**src/rtl/core/mhw_pkg.sv**
```systemverilog
`timescale 1ns / 1ps

package mhw_pkg;

	localparam int CHANNELS = 16;
	localparam int CH_W     = 4;
	localparam int CNT_W    = 5;
	localparam int OP_W     = 3;
	localparam int ST_W     = 3;
	localparam int TIME_W   = 32;
	localparam int GRACE_W  = 16;
	localparam int MISS_W   = 8;
	localparam int MAXA_W   = 5;
	localparam int CFG_IDX_W = 2;
	localparam int CFG_DATA_W = 32;

	localparam logic [OP_W-1:0] OP_CREATE = 3'd0;
	localparam logic [OP_W-1:0] OP_KICK   = 3'd1;
	localparam logic [OP_W-1:0] OP_STOP   = 3'd2;
	localparam logic [OP_W-1:0] OP_RESUME = 3'd3;
	localparam logic [OP_W-1:0] OP_TICK   = 3'd4;

	localparam logic [ST_W-1:0] ST_OK        = 3'd0;
	localparam logic [ST_W-1:0] ST_NOT_FOUND = 3'd1;
	localparam logic [ST_W-1:0] ST_FULL      = 3'd2;
	localparam logic [ST_W-1:0] ST_TIMEOUT   = 3'd3;
	localparam logic [ST_W-1:0] ST_DEAD      = 3'd4;
	localparam logic [ST_W-1:0] ST_SCAN_DONE = 3'd5;

	localparam logic [CFG_IDX_W-1:0] CFG_GRACE     = 2'd0;
	localparam logic [CFG_IDX_W-1:0] CFG_MISS      = 2'd1;
	localparam logic [CFG_IDX_W-1:0] CFG_JUMP      = 2'd2;
	localparam logic [CFG_IDX_W-1:0] CFG_MAX_ACTIVE = 2'd3;

	localparam logic [GRACE_W-1:0] GRACE_RESET = 16'd10;
	localparam logic [MISS_W-1:0]  MISS_RESET  = 8'd3;
	localparam logic [TIME_W-1:0]  JUMP_RESET  = 32'd60;
	localparam logic [MAXA_W-1:0]  MAXA_RESET  = 5'd16;

	localparam logic [MISS_W-1:0]  MISS_SAT    = 8'hFF;

	typedef struct packed {
		logic ld_s1;
		logic ld_s2;
	} chk_ctl_t;

endpackage

```
**src/rtl/core/mhw_cmd_if.sv**
```systemverilog
`timescale 1ns / 1ps

interface mhw_cmd_if;
	logic                       valid;
	logic                       ready;
	logic [mhw_pkg::OP_W-1:0]   op;
	logic [mhw_pkg::CH_W-1:0]   channel;
	logic [mhw_pkg::TIME_W-1:0] timeout_period;
	logic [mhw_pkg::TIME_W-1:0] now;
	logic [15:0]                alive_mask;

	modport source (output valid, op, channel, timeout_period, now, alive_mask, input ready);
	modport sink (input valid, op, channel, timeout_period, now, alive_mask, output ready);
endinterface

```
**src/rtl/core/mhw_rsp_if.sv**
```systemverilog
`timescale 1ns / 1ps

interface mhw_rsp_if;
	logic                     valid;
	logic                     ready;
	logic [mhw_pkg::ST_W-1:0] status;
	logic [mhw_pkg::CH_W-1:0] channel_res;
	logic                     last;

	modport source (output valid, status, channel_res, last, input ready);
	modport sink (input valid, status, channel_res, last, output ready);
endinterface

```
**src/rtl/core/mhw_elapsed_unit.sv**
```systemverilog
`timescale 1ns / 1ps

module mhw_elapsed_unit (
	input  logic                          clk,
	input  mhw_pkg::chk_ctl_t             ctl,
	input  logic [mhw_pkg::TIME_W-1:0]    now,
	input  logic [mhw_pkg::TIME_W-1:0]    stamp,
	input  logic [mhw_pkg::TIME_W-1:0]    period,
	input  logic [mhw_pkg::GRACE_W-1:0]   grace,
	output logic                          over
);
	import mhw_pkg::*;

	logic [TIME_W-1:0] diff_s1;
	logic [TIME_W:0]   lim_s1;
	logic [TIME_W-1:0] mag_s2;
	logic [TIME_W:0]   lim_s2;

	// difference and allowed time
	always_ff @(posedge clk) begin
		if (ctl.ld_s1) begin
			diff_s1 <= now - stamp;
			lim_s1  <= {1'b0, period} + {{(TIME_W + 1 - GRACE_W){1'b0}}, grace};
		end
	end

	// magnitude of signed difference
	always_ff @(posedge clk) begin
		if (ctl.ld_s2) begin
			mag_s2 <= diff_s1[TIME_W-1] ? (~diff_s1 + 1'b1) : diff_s1;
			lim_s2 <= lim_s1;
		end
	end

	assign over = {1'b0, mag_s2} > lim_s2;

endmodule

```
**src/rtl/core/multi_channel_heartbeat_watchdog_top.sv**
```systemverilog
`timescale 1ns / 1ps

// channel | dir | payload                                            | handshake
// cmd     | in  | op, channel, timeout_period, now, alive_mask       | valid/ready
// rsp     | out | status, channel_res, last                          | valid/ready
// cfg     | in  | cfg_idx, cfg_data                                  | cfg_we, no wait
//
// Create, kick, stop and resume are executed in S_EXEC with one result.
// A tick scans all channels: a checked channel passes S_RD, S_ABS and S_CMP
// through the shared elapsed-time unit, a skipped or dead one only S_RD.
// cmd.ready is high only while no item is in progress; a stalled rsp
// holds the sequencer at the next report. arst_n clears all control state.

module multi_channel_heartbeat_watchdog_top (
	input  logic                             clk,
	input  logic                             arst_n,
	input  logic                             cfg_we,
	input  logic [mhw_pkg::CFG_IDX_W-1:0]    cfg_idx,
	input  logic [mhw_pkg::CFG_DATA_W-1:0]   cfg_data,
	mhw_cmd_if.sink                          cmd,
	mhw_rsp_if.source                        rsp
);
	import mhw_pkg::*;

	localparam logic [2:0] S_IDLE = 3'd0;
	localparam logic [2:0] S_EXEC = 3'd1;
	localparam logic [2:0] S_RD   = 3'd2;
	localparam logic [2:0] S_ABS  = 3'd3;
	localparam logic [2:0] S_CMP  = 3'd4;
	localparam logic [2:0] S_DONE = 3'd5;

	localparam logic [CH_W-1:0] LAST_IDX = CH_W'(CHANNELS - 1);

	logic [2:0]        state_q, state_d;
	logic [CH_W-1:0]   idx_q, idx_d;
	logic [CNT_W-1:0]  k_q, k_d;
	logic              jump_q;
	logic [TIME_W-1:0] ref_q;

	logic [GRACE_W-1:0] grace_q;
	logic [MISS_W-1:0]  miss_limit_q;
	logic [TIME_W-1:0]  jump_limit_q;
	logic [MAXA_W-1:0]  max_active_q;

	logic [CHANNELS-1:0] used_q;
	logic [CHANNELS-1:0] run_q;
	logic [TIME_W-1:0]   period_q [CHANNELS];
	logic [TIME_W-1:0]   kick_q [CHANNELS];
	logic [MISS_W-1:0]   miss_q [CHANNELS];

	logic [OP_W-1:0]   op_q;
	logic [CH_W-1:0]   chan_q;
	logic [TIME_W-1:0] tp_q;
	logic [TIME_W-1:0] now_q;
	logic [15:0]       mask_q;

	logic              out_vld_q;
	logic [ST_W-1:0]   out_st_q;
	logic [CH_W-1:0]   out_ch_q;
	logic              out_last_q;

	logic              accept;
	logic              out_free;
	logic [CNT_W-1:0]  cnt;
	logic [CNT_W-1:0]  lim;
	logic [CH_W-1:0]   free_idx;
	logic              free_found;
	logic              full;
	logic              found;
	logic [TIME_W:0]   ref_diff;
	logic              jump;
	logic              rpt_ok;
	logic              over;
	logic              tmo;
	logic              emit;
	logic [ST_W-1:0]   e_st;
	logic [CH_W-1:0]   e_ch;
	logic              e_last;
	logic              cmd_commit;
	logic              dead_commit;
	logic              cmp_commit;
	chk_ctl_t          chk_ctl;

	assign accept   = cmd.valid && cmd.ready;
	assign out_free = !out_vld_q || rsp.ready;
	assign cmd.ready = (state_q == S_IDLE);

	assign rsp.valid       = out_vld_q;
	assign rsp.status      = out_st_q;
	assign rsp.channel_res = out_ch_q;
	assign rsp.last        = out_last_q;

	always_comb begin
		cnt        = '0;
		free_idx   = '0;
		free_found = 1'b0;
		for (int i = CHANNELS - 1; i >= 0; i--) begin
			cnt = cnt + CNT_W'(used_q[i]);
			if (!used_q[i]) begin
				free_idx   = CH_W'(i);
				free_found = 1'b1;
			end
		end
	end

	assign lim      = (max_active_q > MAXA_W'(CHANNELS)) ? CNT_W'(CHANNELS) : max_active_q;
	assign full     = (cnt >= lim) || !free_found;
	assign found    = used_q[chan_q];
	assign ref_diff = {1'b0, now_q} - {1'b0, ref_q};
	assign jump     = ref_diff[TIME_W] || (ref_diff[TIME_W-1:0] > jump_limit_q);
	assign rpt_ok   = !k_q[CNT_W-1];
	assign tmo      = over && (miss_q[idx_q] > miss_limit_q);

	assign chk_ctl.ld_s1 = (state_q == S_RD);
	assign chk_ctl.ld_s2 = (state_q == S_ABS);

	mhw_elapsed_unit u_elapsed (
		.clk    (clk),
		.ctl    (chk_ctl),
		.now    (now_q),
		.stamp  (jump_q ? now_q : kick_q[idx_q]),
		.period (period_q[idx_q]),
		.grace  (grace_q),
		.over   (over)
	);

	always_comb begin
		state_d     = state_q;
		idx_d       = idx_q;
		k_d         = k_q;
		emit        = 1'b0;
		e_st        = ST_OK;
		e_ch        = '0;
		e_last      = 1'b0;
		cmd_commit  = 1'b0;
		dead_commit = 1'b0;
		cmp_commit  = 1'b0;
		case (state_q)
			S_IDLE: begin
				if (accept)
					state_d = S_EXEC;
			end
			S_EXEC: begin
				if (op_q == OP_TICK) begin
					idx_d   = '0;
					k_d     = '0;
					state_d = S_RD;
				end else if (op_q > OP_RESUME) begin
					state_d = S_IDLE;
				end else if (out_free) begin
					cmd_commit = 1'b1;
					emit       = 1'b1;
					e_last     = 1'b1;
					state_d    = S_IDLE;
					if (op_q == OP_CREATE) begin
						e_st = full ? ST_FULL : ST_OK;
						e_ch = full ? '0 : free_idx;
					end else begin
						e_st = found ? ST_OK : ST_NOT_FOUND;
						e_ch = chan_q;
					end
				end
			end
			S_RD: begin
				if (!used_q[idx_q] || run_q[idx_q]) begin
					state_d = (idx_q == LAST_IDX) ? S_DONE : S_RD;
					idx_d   = idx_q + 1'b1;
				end else if (!mask_q[idx_q]) begin
					if (!rpt_ok || out_free) begin
						dead_commit = 1'b1;
						if (rpt_ok) begin
							emit = 1'b1;
							e_st = ST_DEAD;
							e_ch = idx_q;
							k_d  = k_q + 1'b1;
						end
						state_d = (idx_q == LAST_IDX) ? S_DONE : S_RD;
						idx_d   = idx_q + 1'b1;
					end
				end else begin
					state_d = S_ABS;
				end
			end
			S_ABS: begin
				state_d = S_CMP;
			end
			S_CMP: begin
				if (!(tmo && rpt_ok) || out_free) begin
					cmp_commit = 1'b1;
					if (tmo && rpt_ok) begin
						emit = 1'b1;
						e_st = ST_TIMEOUT;
						e_ch = idx_q;
						k_d  = k_q + 1'b1;
					end
					state_d = (idx_q == LAST_IDX) ? S_DONE : S_RD;
					idx_d   = idx_q + 1'b1;
				end
			end
			S_DONE: begin
				if (out_free) begin
					emit    = 1'b1;
					e_st    = ST_SCAN_DONE;
					e_last  = 1'b1;
					state_d = S_IDLE;
				end
			end
			default: begin
				state_d = S_IDLE;
			end
		endcase
	end

	always_ff @(posedge clk or negedge arst_n) begin
		if (!arst_n) begin
			state_q      <= S_IDLE;
			idx_q        <= '0;
			k_q          <= '0;
			jump_q       <= 1'b0;
			ref_q        <= '0;
			used_q       <= '0;
			run_q        <= '0;
			out_vld_q    <= 1'b0;
			grace_q      <= GRACE_RESET;
			miss_limit_q <= MISS_RESET;
			jump_limit_q <= JUMP_RESET;
			max_active_q <= MAXA_RESET;
		end else begin
			state_q <= state_d;
			idx_q   <= idx_d;
			k_q     <= k_d;
			if (cfg_we) begin
				case (cfg_idx)
					CFG_GRACE:      grace_q      <= cfg_data[GRACE_W-1:0];
					CFG_MISS:       miss_limit_q <= cfg_data[MISS_W-1:0];
					CFG_JUMP:       jump_limit_q <= cfg_data[TIME_W-1:0];
					CFG_MAX_ACTIVE: max_active_q <= cfg_data[MAXA_W-1:0];
					default: ;
				endcase
			end
			if (state_q == S_EXEC && op_q == OP_TICK) begin
				jump_q <= jump;
				ref_q  <= now_q;
			end
			if (cmd_commit) begin
				case (op_q)
					OP_CREATE: begin
						if (!full) begin
							used_q[free_idx] <= 1'b1;
							run_q[free_idx]  <= 1'b0;
						end
					end
					OP_STOP:   if (found) run_q[chan_q] <= 1'b1;
					OP_RESUME: if (found) run_q[chan_q] <= 1'b0;
					default: ;
				endcase
			end
			if (dead_commit) begin
				used_q[idx_q] <= 1'b0;
				run_q[idx_q]  <= 1'b0;
			end
			if (emit)
				out_vld_q <= 1'b1;
			else if (rsp.ready)
				out_vld_q <= 1'b0;
		end
	end

	always_ff @(posedge clk) begin
		if (accept) begin
			op_q   <= cmd.op;
			chan_q <= cmd.channel;
			tp_q   <= cmd.timeout_period;
			now_q  <= cmd.now;
			mask_q <= cmd.alive_mask;
		end
		if (emit) begin
			out_st_q   <= e_st;
			out_ch_q   <= e_ch;
			out_last_q <= e_last;
		end
		if (cmd_commit && op_q == OP_CREATE && !full) begin
			period_q[free_idx] <= tp_q;
			kick_q[free_idx]   <= now_q;
			miss_q[free_idx]   <= '0;
		end
		if (cmd_commit && op_q == OP_KICK && found)
			kick_q[chan_q] <= now_q;
		// restamp every allocated channel after a time jump
		if (state_q == S_RD && jump_q && used_q[idx_q])
			kick_q[idx_q] <= now_q;
		if (cmp_commit) begin
			if (over)
				miss_q[idx_q] <= (miss_q[idx_q] != MISS_SAT) ? miss_q[idx_q] + 1'b1
					: miss_q[idx_q];
			else
				miss_q[idx_q] <= '0;
		end
	end

	a_accept_exec: assert property (@(posedge clk) disable iff (!arst_n)
		accept |=> state_q == S_EXEC)
		else $error("accepted item not executed");

	a_idle_idx: assert property (@(posedge clk) disable iff (!arst_n)
		state_q == S_IDLE |-> idx_q == '0)
		else $error("scan index not cleared at idle");

	a_last_idle: assert property (@(posedge clk) disable iff (!arst_n)
		$rose(out_vld_q) && out_last_q |-> state_q == S_IDLE)
		else $error("final result while busy");

	a_report_cap: assert property (@(posedge clk) disable iff (!arst_n)
		k_q <= CNT_W'(16))
		else $error("report count overflow");

endmodule
```
**src/flat_wrapper.sv**
```systemverilog
// flat-port wrapper written by rule: the top's interface ports become plain ports
module multi_channel_heartbeat_watchdog_top_flat import mhw_pkg::*;
  (clk, arst_n, cfg_we, cfg_idx, cfg_data, cmd_valid, cmd_op, cmd_channel, cmd_timeout_period, cmd_now, cmd_alive_mask, cmd_ready, rsp_valid, rsp_status, rsp_channel_res, rsp_last, rsp_ready);
  mhw_cmd_if cmd_i ();
  mhw_rsp_if rsp_i ();
  input  logic clk;
  input  logic arst_n;
  input  logic cfg_we;
  input  logic [mhw_pkg::CFG_IDX_W-1:0] cfg_idx;
  input  logic [mhw_pkg::CFG_DATA_W-1:0] cfg_data;
  input wire logic [$bits(cmd_i.valid)-1:0] cmd_valid;
  input wire logic [$bits(cmd_i.op)-1:0] cmd_op;
  input wire logic [$bits(cmd_i.channel)-1:0] cmd_channel;
  input wire logic [$bits(cmd_i.timeout_period)-1:0] cmd_timeout_period;
  input wire logic [$bits(cmd_i.now)-1:0] cmd_now;
  input wire logic [$bits(cmd_i.alive_mask)-1:0] cmd_alive_mask;
  output wire logic [$bits(cmd_i.ready)-1:0] cmd_ready;
  output wire logic [$bits(rsp_i.valid)-1:0] rsp_valid;
  output wire logic [$bits(rsp_i.status)-1:0] rsp_status;
  output wire logic [$bits(rsp_i.channel_res)-1:0] rsp_channel_res;
  output wire logic [$bits(rsp_i.last)-1:0] rsp_last;
  input wire logic [$bits(rsp_i.ready)-1:0] rsp_ready;
  assign cmd_i.valid = cmd_valid;
  assign cmd_i.op = cmd_op;
  assign cmd_i.channel = cmd_channel;
  assign cmd_i.timeout_period = cmd_timeout_period;
  assign cmd_i.now = cmd_now;
  assign cmd_i.alive_mask = cmd_alive_mask;
  assign cmd_ready = cmd_i.ready;
  assign rsp_valid = rsp_i.valid;
  assign rsp_status = rsp_i.status;
  assign rsp_channel_res = rsp_i.channel_res;
  assign rsp_last = rsp_i.last;
  assign rsp_i.ready = rsp_ready;
  multi_channel_heartbeat_watchdog_top u_core (.clk(clk), .arst_n(arst_n), .cfg_we(cfg_we), .cfg_idx(cfg_idx), .cfg_data(cfg_data), .cmd(cmd_i), .rsp(rsp_i));
endmodule
```
**config.mk**
```make
export PLATFORM = sky130hd
export DESIGN_NAME = multi_channel_heartbeat_watchdog_top_flat
export DESIGN_NICKNAME = d
export VERILOG_FILES = /design/src/rtl/core/mhw_pkg.sv /design/src/rtl/core/mhw_cmd_if.sv /design/src/rtl/core/mhw_rsp_if.sv /design/src/rtl/core/mhw_elapsed_unit.sv /design/src/rtl/core/multi_channel_heartbeat_watchdog_top.sv /design/src/flat_wrapper.sv
export SDC_FILE = /design/constraint.sdc
export NUM_CORES = 2
export LEC_CHECK = 0
export BUFFER_PORTS_ARGS = -buffer_cell sky130_fd_sc_hd__buf_4
export CORE_MARGIN = 3
export CORE_UTILIZATION = 40
export CTS_CLUSTER_DIAMETER = 200
export DETAILED_ROUTE_END_ITERATION = 8
export GPL_ROUTABILITY_DRIVEN = 0
export PLACE_DENSITY = 0.56
export SLEW_MARGIN = 10
export SYNTH_ARGS = -nofsm -noshare
export SYNTH_HDL_FRONTEND = slang
export SYNTH_HIERARCHICAL = 1
export SYNTH_SLANG_ARGS = --single-unit
```
**constraint.sdc**
```tcl
create_clock -name clk -period 9.3 [get_ports clk]
set_input_delay 0.465 -clock clk [delete_from_list [all_inputs] [get_ports clk]]
set_output_delay 0.465 -clock clk [all_outputs]
set_load 0.01 [all_outputs]
```
[After elaboration in Yosys (flattened, before gate mapping)]
Memory sizes are Yosys's and may differ from the RTL's.
Cells that the tools add are included.
Storage, ports and cells
  flip-flop bits (word level): 364
  bits in writable memories: 1152
  word-level logic and storage cells: 292
  memories kept: 3
Memories
  u_core.kick_q: words 16, bits a word 32, rd ports 1, clocked after memory_dff 0, write ports 1, RTL line multi_channel_heartbeat_watchdog_top.sv:48  | logic [TIME_W-1:0] kick_q [CHANNELS];
  u_core.period_q: words 16, bits a word 32, rd ports 1, clocked after memory_dff 0, write ports 1, RTL line multi_channel_heartbeat_watchdog_top.sv:47  | logic [TIME_W-1:0] period_q [CHANNELS];
  u_core.miss_q: words 16, bits a word 8, rd ports 1, clocked after memory_dff 0, write ports 1, RTL line multi_channel_heartbeat_watchdog_top.sv:49  | logic [MISS_W-1:0] miss_q [CHANNELS];
Operators by class
  add/subtract/negate cells: 22
  magnitude comparators: 12
  equality and inequality tests: 25
  multiplexer cells: 152
  bitwise gates (word level): 11
  reductions and logical operators: 41
Operator list (number)
  16-bit two-way mux: 9
  4-bit two-way mux: 35
  32-bit two-way mux: 3
  5-bit by 1-bit adder with 5-bit output: 14
  16-bit AND: 4
  32-bit OR reduction: 2
  1-bit two-way mux: 57
  3-bit two-way mux: 19
  16-bit NOT: 3
  16-bit case mux with 3 select lines: 1
  5-bit two-way mux: 8
  32-bit by 16-bit adder with 33-bit output: 1
  32-bit by 33-bit > comparator with 1-bit output: 1
  32-bit by 32-bit subtractor with 33-bit output: 1
  32-bit by 1-bit adder with 32-bit output, second input constant: 1
  32-bit > comparator: 1
  32-bit NOT: 1
  16-bit OR: 2
  32-bit subtractor: 1
  31-bit two-way mux: 1
  8-bit two-way mux: 3
  4-bit case mux with 3 select lines: 2
  3-bit case mux with 6 select lines: 1
  1-bit binary-select mux with 4-bit select: 4
  other kinds (41): 88

[Longest topological paths before layout]
  depth after elaboration: 27
  gate-level depth with buffers: 20

[Cells and area by module]
The synthesis kept the hierarchy.
By module, submodules not included
  multi_channel_heartbeat_watchdog_top: times used 1, cells an instance 3015, area an instance 57542.7 µm², sequential area each 40935.5 µm²
  mhw_elapsed_unit: times used 1, cells an instance 755, area an instance 8232.9 µm², sequential area each 3903.7 µm²

[Least setup slack after synthesis]
OpenSTA, ideal clock, no wires.
  path kind: reg2reg
  start point: register u_core.used_q[0]
  end point: memory u_core.kick_q[12][0] (enable)
  library setup time: 461 ps
  arrival time: 7092 ps
  data required time: 8839 ps
  setup slack: 1747 ps
  cell stages (with the launch flop): 18
  period minus slack after synthesis: 7553 ps
  cell sequence: dfrtp_1 > clkbuf_1 > inv_1 > fa_1 > fa_1 > fa_1 > fa_1 > inv_1 > ha_1 > fa_1 > a21oi_1 > nor2b_1 > ha_1 > and2_1 > a211oi_2 > nor3b_1 > o21ai_0 > nor3_1
On the way
  word-level cells in the longest chain between the ends: 9
  elaborated cells on any way between the ends: 26
Ends and longest elaborated chain
  start, declared: RTL line multi_channel_heartbeat_watchdog_top.sv:45  | logic [CHANNELS-1:0] used_q;
  start signal, assigned: RTL line multi_channel_heartbeat_watchdog_top.sv:221  | used_q <= '0;
  start signal, assigned by index: RTL line multi_channel_heartbeat_watchdog_top.sv:249  | used_q[free_idx] <= 1'b1;
  start signal, assigned by index: RTL line multi_channel_heartbeat_watchdog_top.sv:259  | used_q[idx_q] <= 1'b0;
  5-bit by 1-bit adder with 5-bit output / 1-bit two-way mux (equally long branches): RTL line multi_channel_heartbeat_watchdog_top.sv:98, multi_channel_heartbeat_watchdog_top.sv:99
  5-bit >= comparator / 1-bit logical NOT (equally long branches): RTL line multi_channel_heartbeat_watchdog_top.sv:107  | assign full = (cnt >= lim) || !free_found;
  1-bit logical OR: RTL line multi_channel_heartbeat_watchdog_top.sv:107
  1-bit logical NOT
  1-bit logical AND: RTL line multi_channel_heartbeat_watchdog_top.sv:282  | if (cmd_commit && op_q == OP_CREATE && !full) begin
  1-bit two-way mux: RTL line multi_channel_heartbeat_watchdog_top.sv:282
  1-bit two-way mux (not written as such): RTL line multi_channel_heartbeat_watchdog_top.sv:284  | kick_q[free_idx] <= now_q;
  1-bit two-way mux (no source line) (2 in series)
  end, declared: RTL line multi_channel_heartbeat_watchdog_top.sv:48
Parallel ways exist; a longest one is shown, timed or not. The select of a mux whose other input is x is not followed.

[Worst setup path in the final report]
  start point: register u_core.used_q[11]
  end point: memory u_core.kick_q[14][25] (enable)
On the way
  word-level cells in the longest chain between the ends: 20
  elaborated cells on any way between the ends: 59
Ends and longest elaborated chain (RTL line)
  5-bit by 1-bit adder with 5-bit output / 1-bit two-way mux (equally long branches) (12 in series): multi_channel_heartbeat_watchdog_top.sv:98, multi_channel_heartbeat_watchdog_top.sv:99
  5-bit >= comparator / 1-bit logical NOT (equally long branches): multi_channel_heartbeat_watchdog_top.sv:107
  1-bit logical OR: multi_channel_heartbeat_watchdog_top.sv:107
  1-bit logical NOT
  1-bit logical AND: multi_channel_heartbeat_watchdog_top.sv:282
  1-bit two-way mux: multi_channel_heartbeat_watchdog_top.sv:282
  1-bit two-way mux (not written as such): multi_channel_heartbeat_watchdog_top.sv:284
  1-bit two-way mux (no source line) (2 in series)
Parallel ways exist; a longest one is shown, timed or not. The select of a mux whose other input is x is not followed.

==> impl_metrics.sql <==
INSERT INTO impl_metrics (metric_group, metric, value, unit) VALUES
('run_status', 'result_of_the_run', 'completed', ''),
('synthesis', 'synthArstFlopShare', '9.17', '%'),
('critical_path', 'worst-setup-path-type', 'flop to flop', ''),
('synthesis', 'synth_edf_count', '1377', ''),
('synthesis', 'yosys_warnings', '6', ''),
('cells_and_area', 'drive_above_1_share', '24.3', '%'),
('timing', 'rsz0062_at_grt', 'false', ''),
('cells_and_area', 'fin_nets', '4441', ''),
('clock_tree', 'cts_root_cell', 'clkbuf_16', ''),
('global_routing', 'overflow', '0', ''),
('critical_path', 'crit_chain', 'inv_1 > fa_1 > fa_1 > fa_1 > fa_1 > inv_1 > ha_1 > fa_1 > a21oi_1 > nor2b_1 > ha_1 > and2_1 > a211oi_2 > buf_4 > nor3b_1 > buf_4 > o21ai_0 > nor3_2 > buf_4', ''),
('cells_and_area', 'area_delta_synth_final', '16.4', '%'),
('timing', 'finalMaxSlewViolations', '0', ''),
('critical_path', 'timing.reg2reg.worst_path_depth', '19', ''),
('job', 'timing.max_cap.violations', '0', ''),
('hold_path', 'worst_hold_path_type', 'primary input to flop', ''),
('timing', 'worst-slew-pin-transition', '1210', 'ps'),
('place', 'io_buffer_count', '135', ''),
('power_and_ir_drop', 'power_frac_comb', '27.7', '%'),
('synthesis', 'synth.distinct_cells', '92', ''),
('critical_path', 'worstSetupStartpointType', 'flop', ''),
('floorplanning', 'fp.dieH', '412', 'µm'),
('floorplanning', 'start_util', '40.3', '%'),
('cells_and_area', 'multiInputGateArea', '19700', 'µm²'),
('synthesis', 'syn_area', '65800', 'µm²'),
('clock_tree', 'htreeDepth', '4', ''),
('routing', 'routed_wire_length_per_instance', '25.5', 'µm'),
('hold_path', 'min_path_cells', '2', ''),
('synthesis', 'synthesized_net_count', '4078', ''),
('synthesis', 'yosysMostFrequentCell', 'edfxtp_1', ''),
('timing', 'setup_tns', '0', 'ps'),
('timing', 'timing.final.hold_violations', '0', ''),
('synthesis', 'synth_sequential_area_ratio', '68.2', '%'),
('synthesis', 'synth_flop_cell', 'edfxtp_1', ''),
('cells_and_area', 'area_taken_by_flip_flops_and_latches', '44900', 'µm²'),
('power_and_ir_drop', 'ir_worst_vdd', '0.226', 'mV'),
('synthesis', 'synth_cells', '3770', ''),
('routing', 'drc_violation_total_after_the_first_tritonroute_iteration', '3549', ''),
('timing', 'crit_share_post_route', '67.9', '%'),
('power_and_ir_drop', 'flop_pwr_share', '41.0', '%'),
('critical_path', 'critPathMaxFanout', '28', ''),
('power_and_ir_drop', 'clock_power_share', '31.3', '%'),
('routing', 'via_per_inst', '5.58', ''),
('critical_path', 'cp.arrival', '6740', 'ps'),
('floorplanning', 'rows', '148', ''),
('global_routing', 'track_usage', '19.5', '%'),
('critical_path', 'slowest_stage', 'fa_1', ''),
('timing', 'layout_min_cycle_time', '6320', 'ps'),
('synthesis', 'synth_seq_cells', '1516', ''),
('clock_tree', 'cts_tree', 'built', ''),
('synthesis', 'post-synth-top-area-cell', 'edfxtp_1', ''),
('clock_tree', 'worstSkewPairLatency', '800', 'ps'),
('routing', 'totalWireLength', '165000', 'µm'),
('routing', 'detailroute.via_count', '36008', ''),
('clock_tree', 'clock_tree.buffer_depth', '3', ''),
('cells_and_area', 'filler_cell_count', '13754', ''),
('synthesis', 'synth_area_leaders', 'edfxtp_1 (63%), mux4_2 (13%), dfrtp_1 (4.9%), ha_1 (3.2%), mux2_2 (1.7%)', ''),
('clock_tree', 'cts.sink_count', '1516', ''),
('critical_path', 'critical_path.max_stage_delay', '560', 'ps'),
('timing', 'maxSlewHeadroom', '19.0', '%'),
('power_and_ir_drop', 'cell_internal_pwr', '0.0145', 'W'),
('clock_tree', 'cts_inserted_buffers', '166', ''),
('critical_path', 'crit_top_cell', 'fa_1', ''),
('critical_path', 'cp_num_buf_inv', '5', ''),
('timing', 'final_critical_path_setup_slack', '2980', 'ps'),
('synthesis', 'syn_area_per_cell', '17.4', 'µm²'),
('routing', 'drt_pass_1_iters', '7', ''),
('floorplanning', 'die-area', '169000', 'µm²'),
('power_and_ir_drop', 'power_switching_share', '31.5', '%'),
('floorplanning', 'io_pins', '136', ''),
('critical_path', 'worst_path_dominant_cell_family', 'adder cells', '');
sequential cells by signal (all words and copies together), names as in the netlist, 32 cells and up:
name                      cells
u_core/u_elapsed/lim_s1      33
u_core/u_elapsed/mag_s2      32
u_core/jump_limit_q          32
u_core/u_elapsed/lim_s2      33
u_core/kick_q               512
u_core/period_q             512
u_core/u_elapsed/diff_s1     32
u_core/tp_q                  32
u_core/ref_q                 32
u_core/miss_q               128
u_core/now_q                 32
metrics by stage:
stage	cells	cell area, µm²	util, %	power [W]	hold WS, ps
2_1_floorplan	3770	65800	-	0.0128	169
3_3_place_gp	6026	69800	42.8	0.0146	384
3_5_place_dp	6026	69800	42.8	0.0147	382
4_1_cts	6450	76600	46.9	0.0214	12.2
5_1_grt	6450	76600	46.9	0.0223	24.0
6_report	6454	76600	46.9	0.0212	81.5
final cells by class:
class                           instances  area share, %
Sequential cell                      1516           58.6
Antenna cell                            4         0.0131
Clock buffer                          208           5.76
Multi-Input combinational cell       1903           25.7
Clock inverter                        102           1.55
Inverter                              203          0.995
Timing Repair Buffer                  343           3.82
Tap cell                             2175           3.55
what timing repair did:
action                    4_1_cts  5_1_grt
hold endpoints to repair      156        0
resized for setup               0        0
hold buffers                  114        0
setup buffers                   0        0
layout by cell type, fill, tap and decap left out, types with 15 or more instances in the layout:
master / n
edfxtp_1: 1377
mux4_2: 372
buf_4: 223
inv_1: 200
ha_1: 169
clkbuf_16: 166
nand2_1: 149
a21oi_1: 141
dfrtp_1: 125
nor2_1: 124
dlygate4sd3_1: 114
o21ai_0: 108
mux2_2: 99
xnor2_1: 73
nand3_1: 51
a21o_1: 48
xor2_1: 45
nand4_1: 35
nor3_1: 35
nor2b_1: 34
clkbuf_1: 32
clkinv_1: 30
o21a_1: 30
a31oi_1: 28
clkinv_2: 26
and3_1: 25
nor3_2: 23
o211ai_1: 20
a211oi_1: 17
bufinv_16: 16
o21bai_1: 16
or3_1: 15
nor2_4: 15
path summary, 6_finish.rpt:
check                      slack, ps                   startpoint                     endpoint
max in group asynchronous       7800                       arst_n              u_core/idx_q[1]
min reg2reg                      410  u_core/u_elapsed/lim_s1[10]  u_core/u_elapsed/lim_s2[10]
max reg2reg                     2980            u_core/used_q[11]        u_core/kick_q[14][25]
max                             2980            u_core/used_q[11]        u_core/kick_q[14][25]
min in group asynchronous        140                       arst_n             u_core/ref_q[10]
min                               80                 cfg_data[14]      u_core/jump_limit_q[14]
metal layers:
| metal | wire (µm) | vias to the layer above | share of wire (%) | GRT usage [%] |
|---|---|---|---|---|
| li1 | - | 15813 | - | - |
| met1 | 72700 | 18843 | 44 | 27.8 |
| met2 | 78600 | 1136 | 48 | 31.4 |
| met3 | 10200 | 216 | 6.2 | 3.55 |
| met4 | 3080 | 0 | 1.9 | 4.53 |
| met5 | 0 | - | 0 | 0 |
logic make-up (layout without fill, tap and decap cells):
| logic type | after synthesis | count (layout) | synth area share, % |
|---|---|---|---|
| DFF | 1516 | 1516 | 68.2 |
| AOI/OAI and AO/OA | 529 | 529 | 5.29 |
| and+or+nand+nor | 587 | 587 | 4.46 |
| adders and majority gates | 182 | 182 | 3.61 |
| xor gates and xnor gates | 118 | 118 | 1.57 |
| buffers and inverters | 351 | 856 | 2.20 |
| other | 0 | 4 | 0 |
| muxes | 487 | 487 | 14.7 |
power groups by stage:
stage | clock, W | combinational [W] | sequential [W]
floorplan | 0 | 0.00406 | 0.00871
global placement | 0 | 0.00579 | 0.00883
detailed placement | 0 | 0.00582 | 0.00885
CTS | 0.00681 | 0.00590 | 0.00871
global route | 0.00709 | 0.00644 | 0.00877
finish | 0.00664 | 0.00587 | 0.00871
(Power assumes the default switching activity.)
